$ cat config.mk
export PLATFORM = sky130hd
export DESIGN_NAME = optical_flow_light_mode_gate_unit
export DESIGN_NICKNAME = d
export VERILOG_FILES = /design/src/ofl_pkg.sv /design/src/optical_flow_light_mode_gate_unit.sv /design/src/ofl_cfg_regs.sv /design/src/ofl_gate.sv /design/src/ofl_mode_ctrl.sv
export SDC_FILE = /design/constraint.sdc
export NUM_CORES = 1
export LEC_CHECK = 0
export BUFFER_PORTS_ARGS = -buffer_cell sky130_fd_sc_hd__buf_2
export CORE_MARGIN = 4
export CORE_UTILIZATION = 45
export CTS_CLUSTER_SIZE = 24
export DETAILED_ROUTE_END_ITERATION = 6
export PLACE_DENSITY = 0.65
export SYNTH_ARGS = -nofsm -noshare
export SYNTH_HDL_FRONTEND = slang
export SYNTH_SLANG_ARGS = --single-unit
$ cat constraint.sdc
create_clock -name clk -period 4.9 [get_ports clk]
set_clock_uncertainty 0.1 [all_clocks]
set_input_delay 0.49 -clock clk [delete_from_list [all_inputs] [get_ports clk]]
set_output_delay 0.49 -clock clk [all_outputs]
set_load 0.02 [all_outputs]
$ cat src/ofl_pkg.sv
// Shared types and constants for the optical-flow light mode gate.
// Used by ofl_cfg_regs, ofl_mode_ctrl, ofl_gate and the top level.
// No dependencies.
package ofl_pkg;

    // Lighting mode codes
    localparam logic [1:0] MODE_BRIGHT   = 2'd0;
    localparam logic [1:0] MODE_LOW      = 2'd1;
    localparam logic [1:0] MODE_SUPERLOW = 2'd2;

    // Configuration register indexes
    localparam int unsigned CFG_IDX_W = 8;
    localparam logic [CFG_IDX_W-1:0] CFG_DWELL        = 8'd0;
    localparam logic [CFG_IDX_W-1:0] CFG_MINQ_BRIGHT  = 8'd1;
    localparam logic [CFG_IDX_W-1:0] CFG_MINQ_LOW     = 8'd2;
    localparam logic [CFG_IDX_W-1:0] CFG_MINQ_SUPERLOW = 8'd3;

    // Register reset values
    localparam logic [3:0] DWELL_RESET        = 4'd10;
    localparam logic [7:0] MINQ_BRIGHT_RESET  = 8'd25;
    localparam logic [7:0] MINQ_LOW_RESET     = 8'd70;
    localparam logic [7:0] MINQ_SUPERLOW_RESET = 8'd85;

    // Shutter thresholds
    localparam logic [12:0] GATE_LIMIT_NORMAL   = 13'h1FF0;
    localparam logic [12:0] GATE_LIMIT_SUPERLOW = 13'h0BC0;
    localparam logic [12:0] SHUT_TO_BRIGHT      = 13'h0BB8;
    localparam logic [12:0] SHUT_TO_LOW         = 13'h03E8;
    localparam logic [12:0] SHUT_TO_DARKER      = 13'h1E1F;
    localparam logic [12:0] SHUT_FAST_LOW       = 13'h01F4;

    // Raw sum thresholds
    localparam logic [7:0] RSUM_BRIGHT_TO_LOW = 8'h3C;
    localparam logic [7:0] RSUM_LOW_TO_SUPER  = 8'h5A;

    // Dwell counter ceiling
    localparam logic [3:0] CNT_MAX = 4'd15;

    // Field widths
    localparam int unsigned IN_DATA_W  = 64;
    localparam int unsigned OUT_DATA_W = 56;

    typedef struct packed {
        logic [3:0] dwell_count;
        logic [7:0] min_quality_bright;
        logic [7:0] min_quality_low;
        logic [7:0] min_quality_superlow;
    } cfg_t;

    typedef struct packed {
        logic [1:0] cur_mode;
        logic [1:0] new_mode;
        logic       mode_changed;
    } mode_info_t;

endpackage

$ cat src/optical_flow_light_mode_gate_unit.sv
// Top level of the optical-flow light mode gate.
// Depends on ofl_pkg, ofl_cfg_regs, ofl_gate and ofl_mode_ctrl.
//
// Usage:
//   s_* carries one motion burst per item as eight raw bytes. m_* returns
//   one result per burst: the assembled deltas (zeroed when gated), the
//   13-bit shutter value, the gate flag, the lighting mode after the burst
//   and a mode-change flag. cfg_* writes the dwell count and the three
//   quality bounds; it is always ready and is meant to be used while idle.
//   An accepted item waits in the input register; the gate and mode update
//   logic then loads the result register, which raises result valid.
//   Throughput is one item per cycle while m_tready is high; the mode and
//   dwell counters form a feedback loop, updated as each item enters the
//   result register. Reset puts the block in bright mode with cleared
//   counters and the register defaults, and empties both pipeline registers.
//   When m_tready is low the result is held; the input register still takes
//   one more item, after which s_tready drops until the result register
//   frees up.
module optical_flow_light_mode_gate_unit
    import ofl_pkg::*;
(
    input  logic                  clk,
    input  logic                  rst_n,
    // delta_x_low, delta_x_high, delta_y_low, delta_y_high,
    // surface_quality, raw_sum, shutter_high, shutter_low (8 bits each)
    input  logic                  s_tvalid,
    output logic                  s_tready,
    input  logic [IN_DATA_W-1:0]  s_tdata,
    // motion_x[15:0], motion_y[31:16], shutter_value[44:32], motion_gated[45],
    // new_mode[47:46], mode_changed[48], zero pad[55:49]
    output logic                  m_tvalid,
    input  logic                  m_tready,
    output logic [OUT_DATA_W-1:0] m_tdata,
    input  logic                  cfg_valid,
    output logic                  cfg_ready,
    input  logic [CFG_IDX_W-1:0]  cfg_index,
    input  logic [7:0]            cfg_data
);

    logic                  in_valid_reg;
    logic [IN_DATA_W-1:0]  in_data_reg;
    logic                  out_valid_reg;
    logic [OUT_DATA_W-1:0] out_data_reg;
    logic                  advance;
    cfg_t                  cfg;
    mode_info_t            info;
    logic [12:0]           shutter_value;
    logic [15:0]           motion_x, motion_y;
    logic                  motion_gated;

    // Move the held item forward when the result register is free
    assign advance  = in_valid_reg && (!out_valid_reg || m_tready);
    assign s_tready = !in_valid_reg || advance;
    assign m_tvalid = out_valid_reg;
    assign m_tdata  = out_data_reg;

    assign shutter_value = {in_data_reg[52:48], in_data_reg[63:56]};

    ofl_cfg_regs u_cfg (
        .clk       (clk),
        .rst_n     (rst_n),
        .cfg_valid (cfg_valid),
        .cfg_ready (cfg_ready),
        .cfg_index (cfg_index),
        .cfg_data  (cfg_data),
        .cfg       (cfg)
    );

    ofl_mode_ctrl u_mode (
        .clk           (clk),
        .rst_n         (rst_n),
        .advance       (advance),
        .dwell_count   (cfg.dwell_count),
        .shutter_value (shutter_value),
        .raw_sum       (in_data_reg[47:40]),
        .info          (info)
    );

    ofl_gate u_gate (
        .cfg             (cfg),
        .cur_mode        (info.cur_mode),
        .surface_quality (in_data_reg[39:32]),
        .shutter_value   (shutter_value),
        .delta_x         (in_data_reg[15:0]),
        .delta_y         (in_data_reg[31:16]),
        .motion_x        (motion_x),
        .motion_y        (motion_y),
        .motion_gated    (motion_gated)
    );

    // Input register: take a new item whenever it is empty or draining
    always_ff @(posedge clk or negedge rst_n)
    begin
        if (!rst_n)
        begin
            in_valid_reg <= 1'b0;
        end
        else if (s_tready)
        begin
            in_valid_reg <= s_tvalid;
        end
    end

    always_ff @(posedge clk)
    begin
        if (s_tready && s_tvalid)
        begin
            in_data_reg <= s_tdata;
        end
    end

    // Result register: load on advance, clear valid once taken
    always_ff @(posedge clk or negedge rst_n)
    begin
        if (!rst_n)
        begin
            out_valid_reg <= 1'b0;
        end
        else if (advance)
        begin
            out_valid_reg <= 1'b1;
        end
        else if (m_tready)
        begin
            out_valid_reg <= 1'b0;
        end
    end

    always_ff @(posedge clk)
    begin
        if (advance)
        begin
            out_data_reg <= {7'd0, info.mode_changed, info.new_mode, motion_gated,
                             shutter_value, motion_y, motion_x};
        end
    end

endmodule

$ cat src/ofl_cfg_regs.sv
// Configuration register file of the light mode gate.
// Depends on ofl_pkg for the register indexes and reset values.
module ofl_cfg_regs
    import ofl_pkg::*;
(
    input  logic                 clk,
    input  logic                 rst_n,
    input  logic                 cfg_valid,
    output logic                 cfg_ready,
    input  logic [CFG_IDX_W-1:0] cfg_index,
    input  logic [7:0]           cfg_data,
    output cfg_t                 cfg
);

    cfg_t cfg_reg;
    cfg_t cfg_next;

    assign cfg_ready = 1'b1;
    assign cfg      = cfg_reg;

    // Decode the write; drop unknown indexes
    always_comb
    begin
        cfg_next = cfg_reg;
        if (cfg_valid)
        begin
            case (cfg_index)
                CFG_DWELL:         cfg_next.dwell_count          = cfg_data[3:0];
                CFG_MINQ_BRIGHT:   cfg_next.min_quality_bright   = cfg_data;
                CFG_MINQ_LOW:      cfg_next.min_quality_low      = cfg_data;
                CFG_MINQ_SUPERLOW: cfg_next.min_quality_superlow = cfg_data;
                default:           cfg_next = cfg_reg;
            endcase
        end
    end

    always_ff @(posedge clk or negedge rst_n)
    begin
        if (!rst_n)
        begin
            cfg_reg.dwell_count          <= DWELL_RESET;
            cfg_reg.min_quality_bright   <= MINQ_BRIGHT_RESET;
            cfg_reg.min_quality_low      <= MINQ_LOW_RESET;
            cfg_reg.min_quality_superlow <= MINQ_SUPERLOW_RESET;
        end
        else
        begin
            cfg_reg <= cfg_next;
        end
    end

endmodule

$ cat src/ofl_gate.sv
// Motion gate: zero the deltas on poor quality with a long shutter.
// Depends on ofl_pkg for mode codes, limits and the cfg_t type.
module ofl_gate
    import ofl_pkg::*;
(
    input  cfg_t         cfg,
    input  logic [1:0]   cur_mode,
    input  logic [7:0]   surface_quality,
    input  logic [12:0]  shutter_value,
    input  logic [15:0]  delta_x,
    input  logic [15:0]  delta_y,
    output logic [15:0]  motion_x,
    output logic [15:0]  motion_y,
    output logic         motion_gated
);

    // Pick the mode's quality bound and shutter limit
    always_comb
    begin
        case (cur_mode)
            MODE_BRIGHT:
                motion_gated = (surface_quality < cfg.min_quality_bright) &&
                               (shutter_value >= GATE_LIMIT_NORMAL);
            MODE_LOW:
                motion_gated = (surface_quality < cfg.min_quality_low) &&
                               (shutter_value >= GATE_LIMIT_NORMAL);
            MODE_SUPERLOW:
                motion_gated = (surface_quality < cfg.min_quality_superlow) &&
                               (shutter_value >= GATE_LIMIT_SUPERLOW);
            default:
                motion_gated = 1'b0;
        endcase
    end

    assign motion_x = motion_gated ? 16'd0 : delta_x;
    assign motion_y = motion_gated ? 16'd0 : delta_y;

endmodule

$ cat src/ofl_mode_ctrl.sv
// Lighting mode tracker with four saturating dwell counters.
// Depends on ofl_pkg for mode codes, thresholds and struct types.
module ofl_mode_ctrl
    import ofl_pkg::*;
(
    input  logic        clk,
    input  logic        rst_n,
    input  logic        advance,
    input  logic [3:0]  dwell_count,
    input  logic [12:0] shutter_value,
    input  logic [7:0]  raw_sum,
    output mode_info_t  info
);

    logic [1:0] mode_reg, mode_next;
    logic [3:0] l2b_cnt_reg, l2b_cnt_next;
    logic [3:0] s2l_cnt_reg, s2l_cnt_next;
    logic [3:0] b2l_cnt_reg, b2l_cnt_next;
    logic [3:0] l2s_cnt_reg, l2s_cnt_next;
    logic       l2b_cond, s2l_cond, b2l_cond, l2s_cond, fast_cond;

    // Switch conditions, all on the mode held before the item
    assign l2b_cond  = (mode_reg == MODE_LOW) && (shutter_value < SHUT_TO_BRIGHT);
    assign s2l_cond  = (mode_reg == MODE_SUPERLOW) && (shutter_value < SHUT_TO_LOW);
    assign b2l_cond  = (mode_reg == MODE_BRIGHT) && (shutter_value >= SHUT_TO_DARKER) &&
                       (raw_sum < RSUM_BRIGHT_TO_LOW);
    assign l2s_cond  = (mode_reg == MODE_LOW) && (shutter_value >= SHUT_TO_DARKER) &&
                       (raw_sum < RSUM_LOW_TO_SUPER);
    assign fast_cond = (mode_reg == MODE_SUPERLOW) && (shutter_value < SHUT_FAST_LOW);

    // Count while a condition holds, saturate, clear when it fails
    function automatic logic [3:0] cnt_step(input logic [3:0] cnt, input logic cond);
        logic [3:0] res;
        res = 4'd0;
        if (cond)
        begin
            res = (cnt < CNT_MAX) ? cnt + 4'd1 : cnt;
        end
        return res;
    endfunction

    // Resolve the next mode; later rules take priority
    always_comb
    begin
        l2b_cnt_next = cnt_step(l2b_cnt_reg, l2b_cond);
        s2l_cnt_next = cnt_step(s2l_cnt_reg, s2l_cond);
        b2l_cnt_next = cnt_step(b2l_cnt_reg, b2l_cond);
        l2s_cnt_next = cnt_step(l2s_cnt_reg, l2s_cond);
        mode_next    = mode_reg;
        if (l2b_cond && (l2b_cnt_next >= dwell_count))
        begin
            mode_next = MODE_BRIGHT;
        end
        if (s2l_cond && (s2l_cnt_next >= dwell_count))
        begin
            mode_next = MODE_LOW;
        end
        if (b2l_cond && (b2l_cnt_next >= dwell_count))
        begin
            mode_next = MODE_LOW;
        end
        if (l2s_cond && (l2s_cnt_next >= dwell_count))
        begin
            mode_next = MODE_SUPERLOW;
        end
        if (fast_cond)
        begin
            mode_next = MODE_LOW;
        end
    end

    assign info.cur_mode     = mode_reg;
    assign info.new_mode     = mode_next;
    assign info.mode_changed = (mode_next != mode_reg);

    // Commit state when the item moves to the result register
    always_ff @(posedge clk or negedge rst_n)
    begin
        if (!rst_n)
        begin
            mode_reg    <= MODE_BRIGHT;
            l2b_cnt_reg <= 4'd0;
            s2l_cnt_reg <= 4'd0;
            b2l_cnt_reg <= 4'd0;
            l2s_cnt_reg <= 4'd0;
        end
        else if (advance)
        begin
            mode_reg    <= mode_next;
            l2b_cnt_reg <= l2b_cnt_next;
            s2l_cnt_reg <= s2l_cnt_next;
            b2l_cnt_reg <= b2l_cnt_next;
            l2s_cnt_reg <= l2s_cnt_next;
        end
    end

endmodule
# Word-level counts from Yosys, hierarchy flattened
# Index checks and enable logic that the tools add are counted.
# classes
add_sub_neg	4
n_lt_le_gt_ge	19
eq_ne	6
n_mux	16
n_reduce_logical	27
# op_table
cell	count
$mux 4	8
$ge 13x13->1 const B	2
$lt 8x8->1	3
$add 4x1->4 const B	4
$eq 8x2->1 const B	2
$ge 4x4->1	4
$logic_and 1x1->1	16
$lt 4x4->1 const B	4
$ge 13x12->1 const B	1
$lt 13x10->1 const B	1
$lt 13x12->1 const B	1
$lt 13x9->1 const B	1
$mux 2	5
$eq 8x1->1 const B	1
$logic_not 8->1	1
$lt 8x6->1 const B	1
$lt 8x7->1 const B	1
$reduce_and 2->1	4
$pmux 1 s3	1
$eq 2x1->1 const B	1
$eq 2x2->1 const B	1
$logic_not 1->1	2
$logic_not 2->1	1
$logic_or 1x1->1	2
3 further kinds	4
# word_totals
ff_bits	161
inputBits	85
out_inout_bits	59
wordCells	86

# Longest topological paths before layout
# depth
depth_word	11
depth_mapped	11
ltp_nobuf	11

# By module
# From an unflattened synthesis, not the netlist that was laid out.
# hier_totals
cells_unflattened	486
area_unflattened_um2	7240.7
# by_module_without_submodules
module	n_inst	cells_each	area_per_inst_um2	seq_area_each_um2
optical_flow_light_mode_gate_unit	1	126	3463.3	3353.2
ofl_mode_ctrl	1	173	1606.5	450.4
ofl_cfg_regs	1	65	1123.6	715.7
ofl_gate	1	122	1047.3	0.0

# Least setup slack after synthesis
# OpenSTA, ideal clock, no wires.
# synth_timing
kind	input to register
start	input port m_tready
end	register out_data_reg[0] (netlist: m_tdata[0]) (enable)
setup_ns	0.433
t_arrival_ns	2.360
required_time_ns	4.367
slack_ns	2.008
cell_stages	4
n_path_buf	1
cell_sequence	nand2b_1 > nand2_1 > inv_1 > clkbuf_1
# synth_between
elab_chain_len	2
# synth_lines
item	line_no	text
start, declared	optical_flow_light_mode_gate_unit.sv:32	input logic m_tready,
$logic_or 1x1->1	optical_flow_light_mode_gate_unit.sv:52	assign advance = in_valid_reg && (!out_valid_reg || m_tready);
$logic_and 1x1->1	optical_flow_light_mode_gate_unit.sv:52	
via advance	optical_flow_light_mode_gate_unit.sv:44	logic advance;
end signal, assigned	optical_flow_light_mode_gate_unit.sv:133	out_data_reg <= {7'd0, info.mode_changed, info.new_mode, motion_gated,
end, declared	optical_flow_light_mode_gate_unit.sv:43	logic [OUT_DATA_W-1:0] out_data_reg;
# The timed path passes the listed nets, and every way through them passes these cells.
# A chain may end at the register's enable or synchronous reset.

==> metrics <==
status completed; relative slew slack 25.72%; Max-cap violations 0; final slew viol count 0; total of warnings raised by yosys 0; PostCTS Resize Cnt 0; largest net degree at the start of global routing 49; Die X 132.3 um; TritonCTS Buffers 17; flop2flop setup slack 1.76 ns; DP HPWL 10.25 mm; Distinct cells, synth 54; detailed-route vias per instance 5.088; worst-path maximum fanout 6; final WL 13.91 mm; CTS tree yes; total leakage power 3.575 nW; htree depth 4; critical path type reg2reg; IO buf count 131; number of placed instances, taps included 822; CP required 4.95 ns; Seq cells post-synth 157; GR Util met1 18.96%; Tmin final 3.141 ns; async set-reset flop share out of synthesis 30.57%; area growth from synthesis to layout 20.90%; Seq/Total Area, Yosys 64.60%; DRC 0; Post-Syn Area 6949 um^2; Max VDD drop 221.5 uV; GRT overflow 0; number of global-route vias before repair 4623; EDFF count, synth 109; Hold WC Path Type in2reg; Final GP Congestion 0.8469; Power Density 390.5 nW/um^2; Placed Area 7792 um^2; Clock Sinks 157; final setup fails 0; per-cell routed wire length 16.27 um; Gate Count Post-Synth 510; max reg flops 60; RSZ-0062 raised after global routing false; setup TNS 0 ns; # hold bufs at CTS 0; GR met2 Demand/Resource 27.45%; row count 45; most common cell after layout, fill and taps aside buf_2; layer with the highest usage met2; fin nets 779; Detailed Routing Iterations Pass 1 5; R2R cell count 9; Final Hold Viols 0; filler instances 1241; DIE AREA 17500 um^2; met3 Track Usage GR 7.901%; layout cell share with drive strength beyond 1 32.43%; Hold Path Cell Cnt 1; CP arrival 3.19 ns; routed via count 4350; core area 15150 um^2; deepest clock path buffer count 2; non-filler cells, final 855; Initial Util 45.88%; synthesized area per cell 13.63 um^2; Worst-path clk slew 0.06 ns; fmax 318.4 MHz; CP endpoint kind flip-flop; cell area after layout 8402 um^2; Die Y 132.3 um; antenna-violating nets left 0; initial antenna violation count 1; GRT Util Overall 16.78%; Synth Flop Type edfxtp_1; Startpoint Class flip-flop; most frequent cells in the layout buf_2, edfxtp_1, nand2_1; slew at the pin with the worst max-slew slack 1.114 ns; Root Driver clkbuf_16; fin crit share 64.10%; first-pass GRT wire length 22.85 mm; clock latency at the later pin of the worst-skew pair 0.42 ns; DR iter-0 viols 180; IO Pins 144; post-CTS setup buffer count 0
## routing by layer
layer | wire length, um | share of wire (%)
met1 | 5538 | 40
met2 | 6792 | 49
met3 | 1293 | 9.3
met4 | 271 | 1.9
met5 | 12 | 0.086
## final timing paths
kind,startpoint,endpoint
setup / recovery,in_data_reg[50],m_tdata[48]
hold / removal,s_tdata[8],in_data_reg[8]
setup reg to reg,in_data_reg[50],m_tdata[48]
hold reg to reg,in_data_reg[57],m_tdata[33]
max in group asynchronous,rst_n,u_mode.s2l_cnt_reg[0]
min in group asynchronous,rst_n,u_cfg.cfg[1]
## critical path, cell delays in order (launching register included)
cell	delay, ns
edfxtp_1	0.49
nand3_1	0.16
nor3b_2	0.30
nand3_1	0.25
nor2_1	0.23
ha_1	0.26
a2111oi_0	0.68
nor4_4	0.14
nor2_1	0.14
mux2i_1	0.11
## logic make-up (layout without fill, tap and decap cells)
logic type | after synthesis | count (layout) | share of synthesized area, %
multiplexers | 31 | 31 | 4.915
flip-flops | 157 | 157 | 64.60
XOR/XNOR | 4 | 4 | 0.5041
buffers and inverters | 48 | 198 | 3.151
adder cells (fa/ha/maj) | 41 | 41 | 7.382
other | 2 | 9 | 0.1081
AO/OA/AOI/OAI | 56 | 56 | 5.240
AND/OR/NAND/NOR | 171 | 171 | 14.10
## cells in the mapped netlist, types with 3 or more instances
master      n  area (um^2)
nor3_1     13        65.06
nor3b_1     5        37.54
mux2i_1     6        60.06
clkbuf_1    6        22.52
buf_4       8        60.06
and2_1     33        206.5
ha_1       41        513.0
nor4_4      3        63.81
a21o_1      6        45.04
o21ai_0    17        85.08
nand2b_1   12        75.07
a21oi_1    10        50.05
mux2_2     24        270.3
dfstp_2    12        315.3
inv_1      32        120.1
nor2_1     23        86.33
nand2_1    47        176.4
edfxtp_1  109         3273
a31oi_1     4        25.02
dfrtp_1    36        900.9
xor2_1      4        35.03
o31ai_1     3        22.52
nand3_1    11        55.05
o211ai_1    3        22.52
nand4_1     7        43.79
## metrics by stage
step	setup WS (ns)	hold slack, ns	total power [mW]	utilization (%)
global route	1.511	0.1077	3.431	55.46
CTS	1.760	0.1184	3.321	55.46
finish	1.759	0.1342	3.281	55.47
global placement	1.935	0.3335	1.952	51.45
detailed placement	1.779	0.3436	1.965	51.45
floorplan	2.008	0.09441	1.837	-
## area by class of cell
cell class	count	area, um^2	share of cell area [%]
diodes	1	2.502	0.02978
clock buffers	18	429.2	5.108
clock inverters	14	177.7	2.115
inverters	32	120.1	1.430
multi-input cells	311	2270	27.01
flip-flops and latches	157	4489	53.43
well taps	188	235.2	2.800
repair buffers	134	678.2	8.071
## where the power goes
part,internal [mW],leakage [nW],total [mW],switching [mW]
combinational,0.127,1.62,0.332,0.205
sequential,1.54,1.66,1.60,0.0591
clock,0.811,0.292,1.35,0.536
Note: power is estimated with default switching activity, not from simulation.
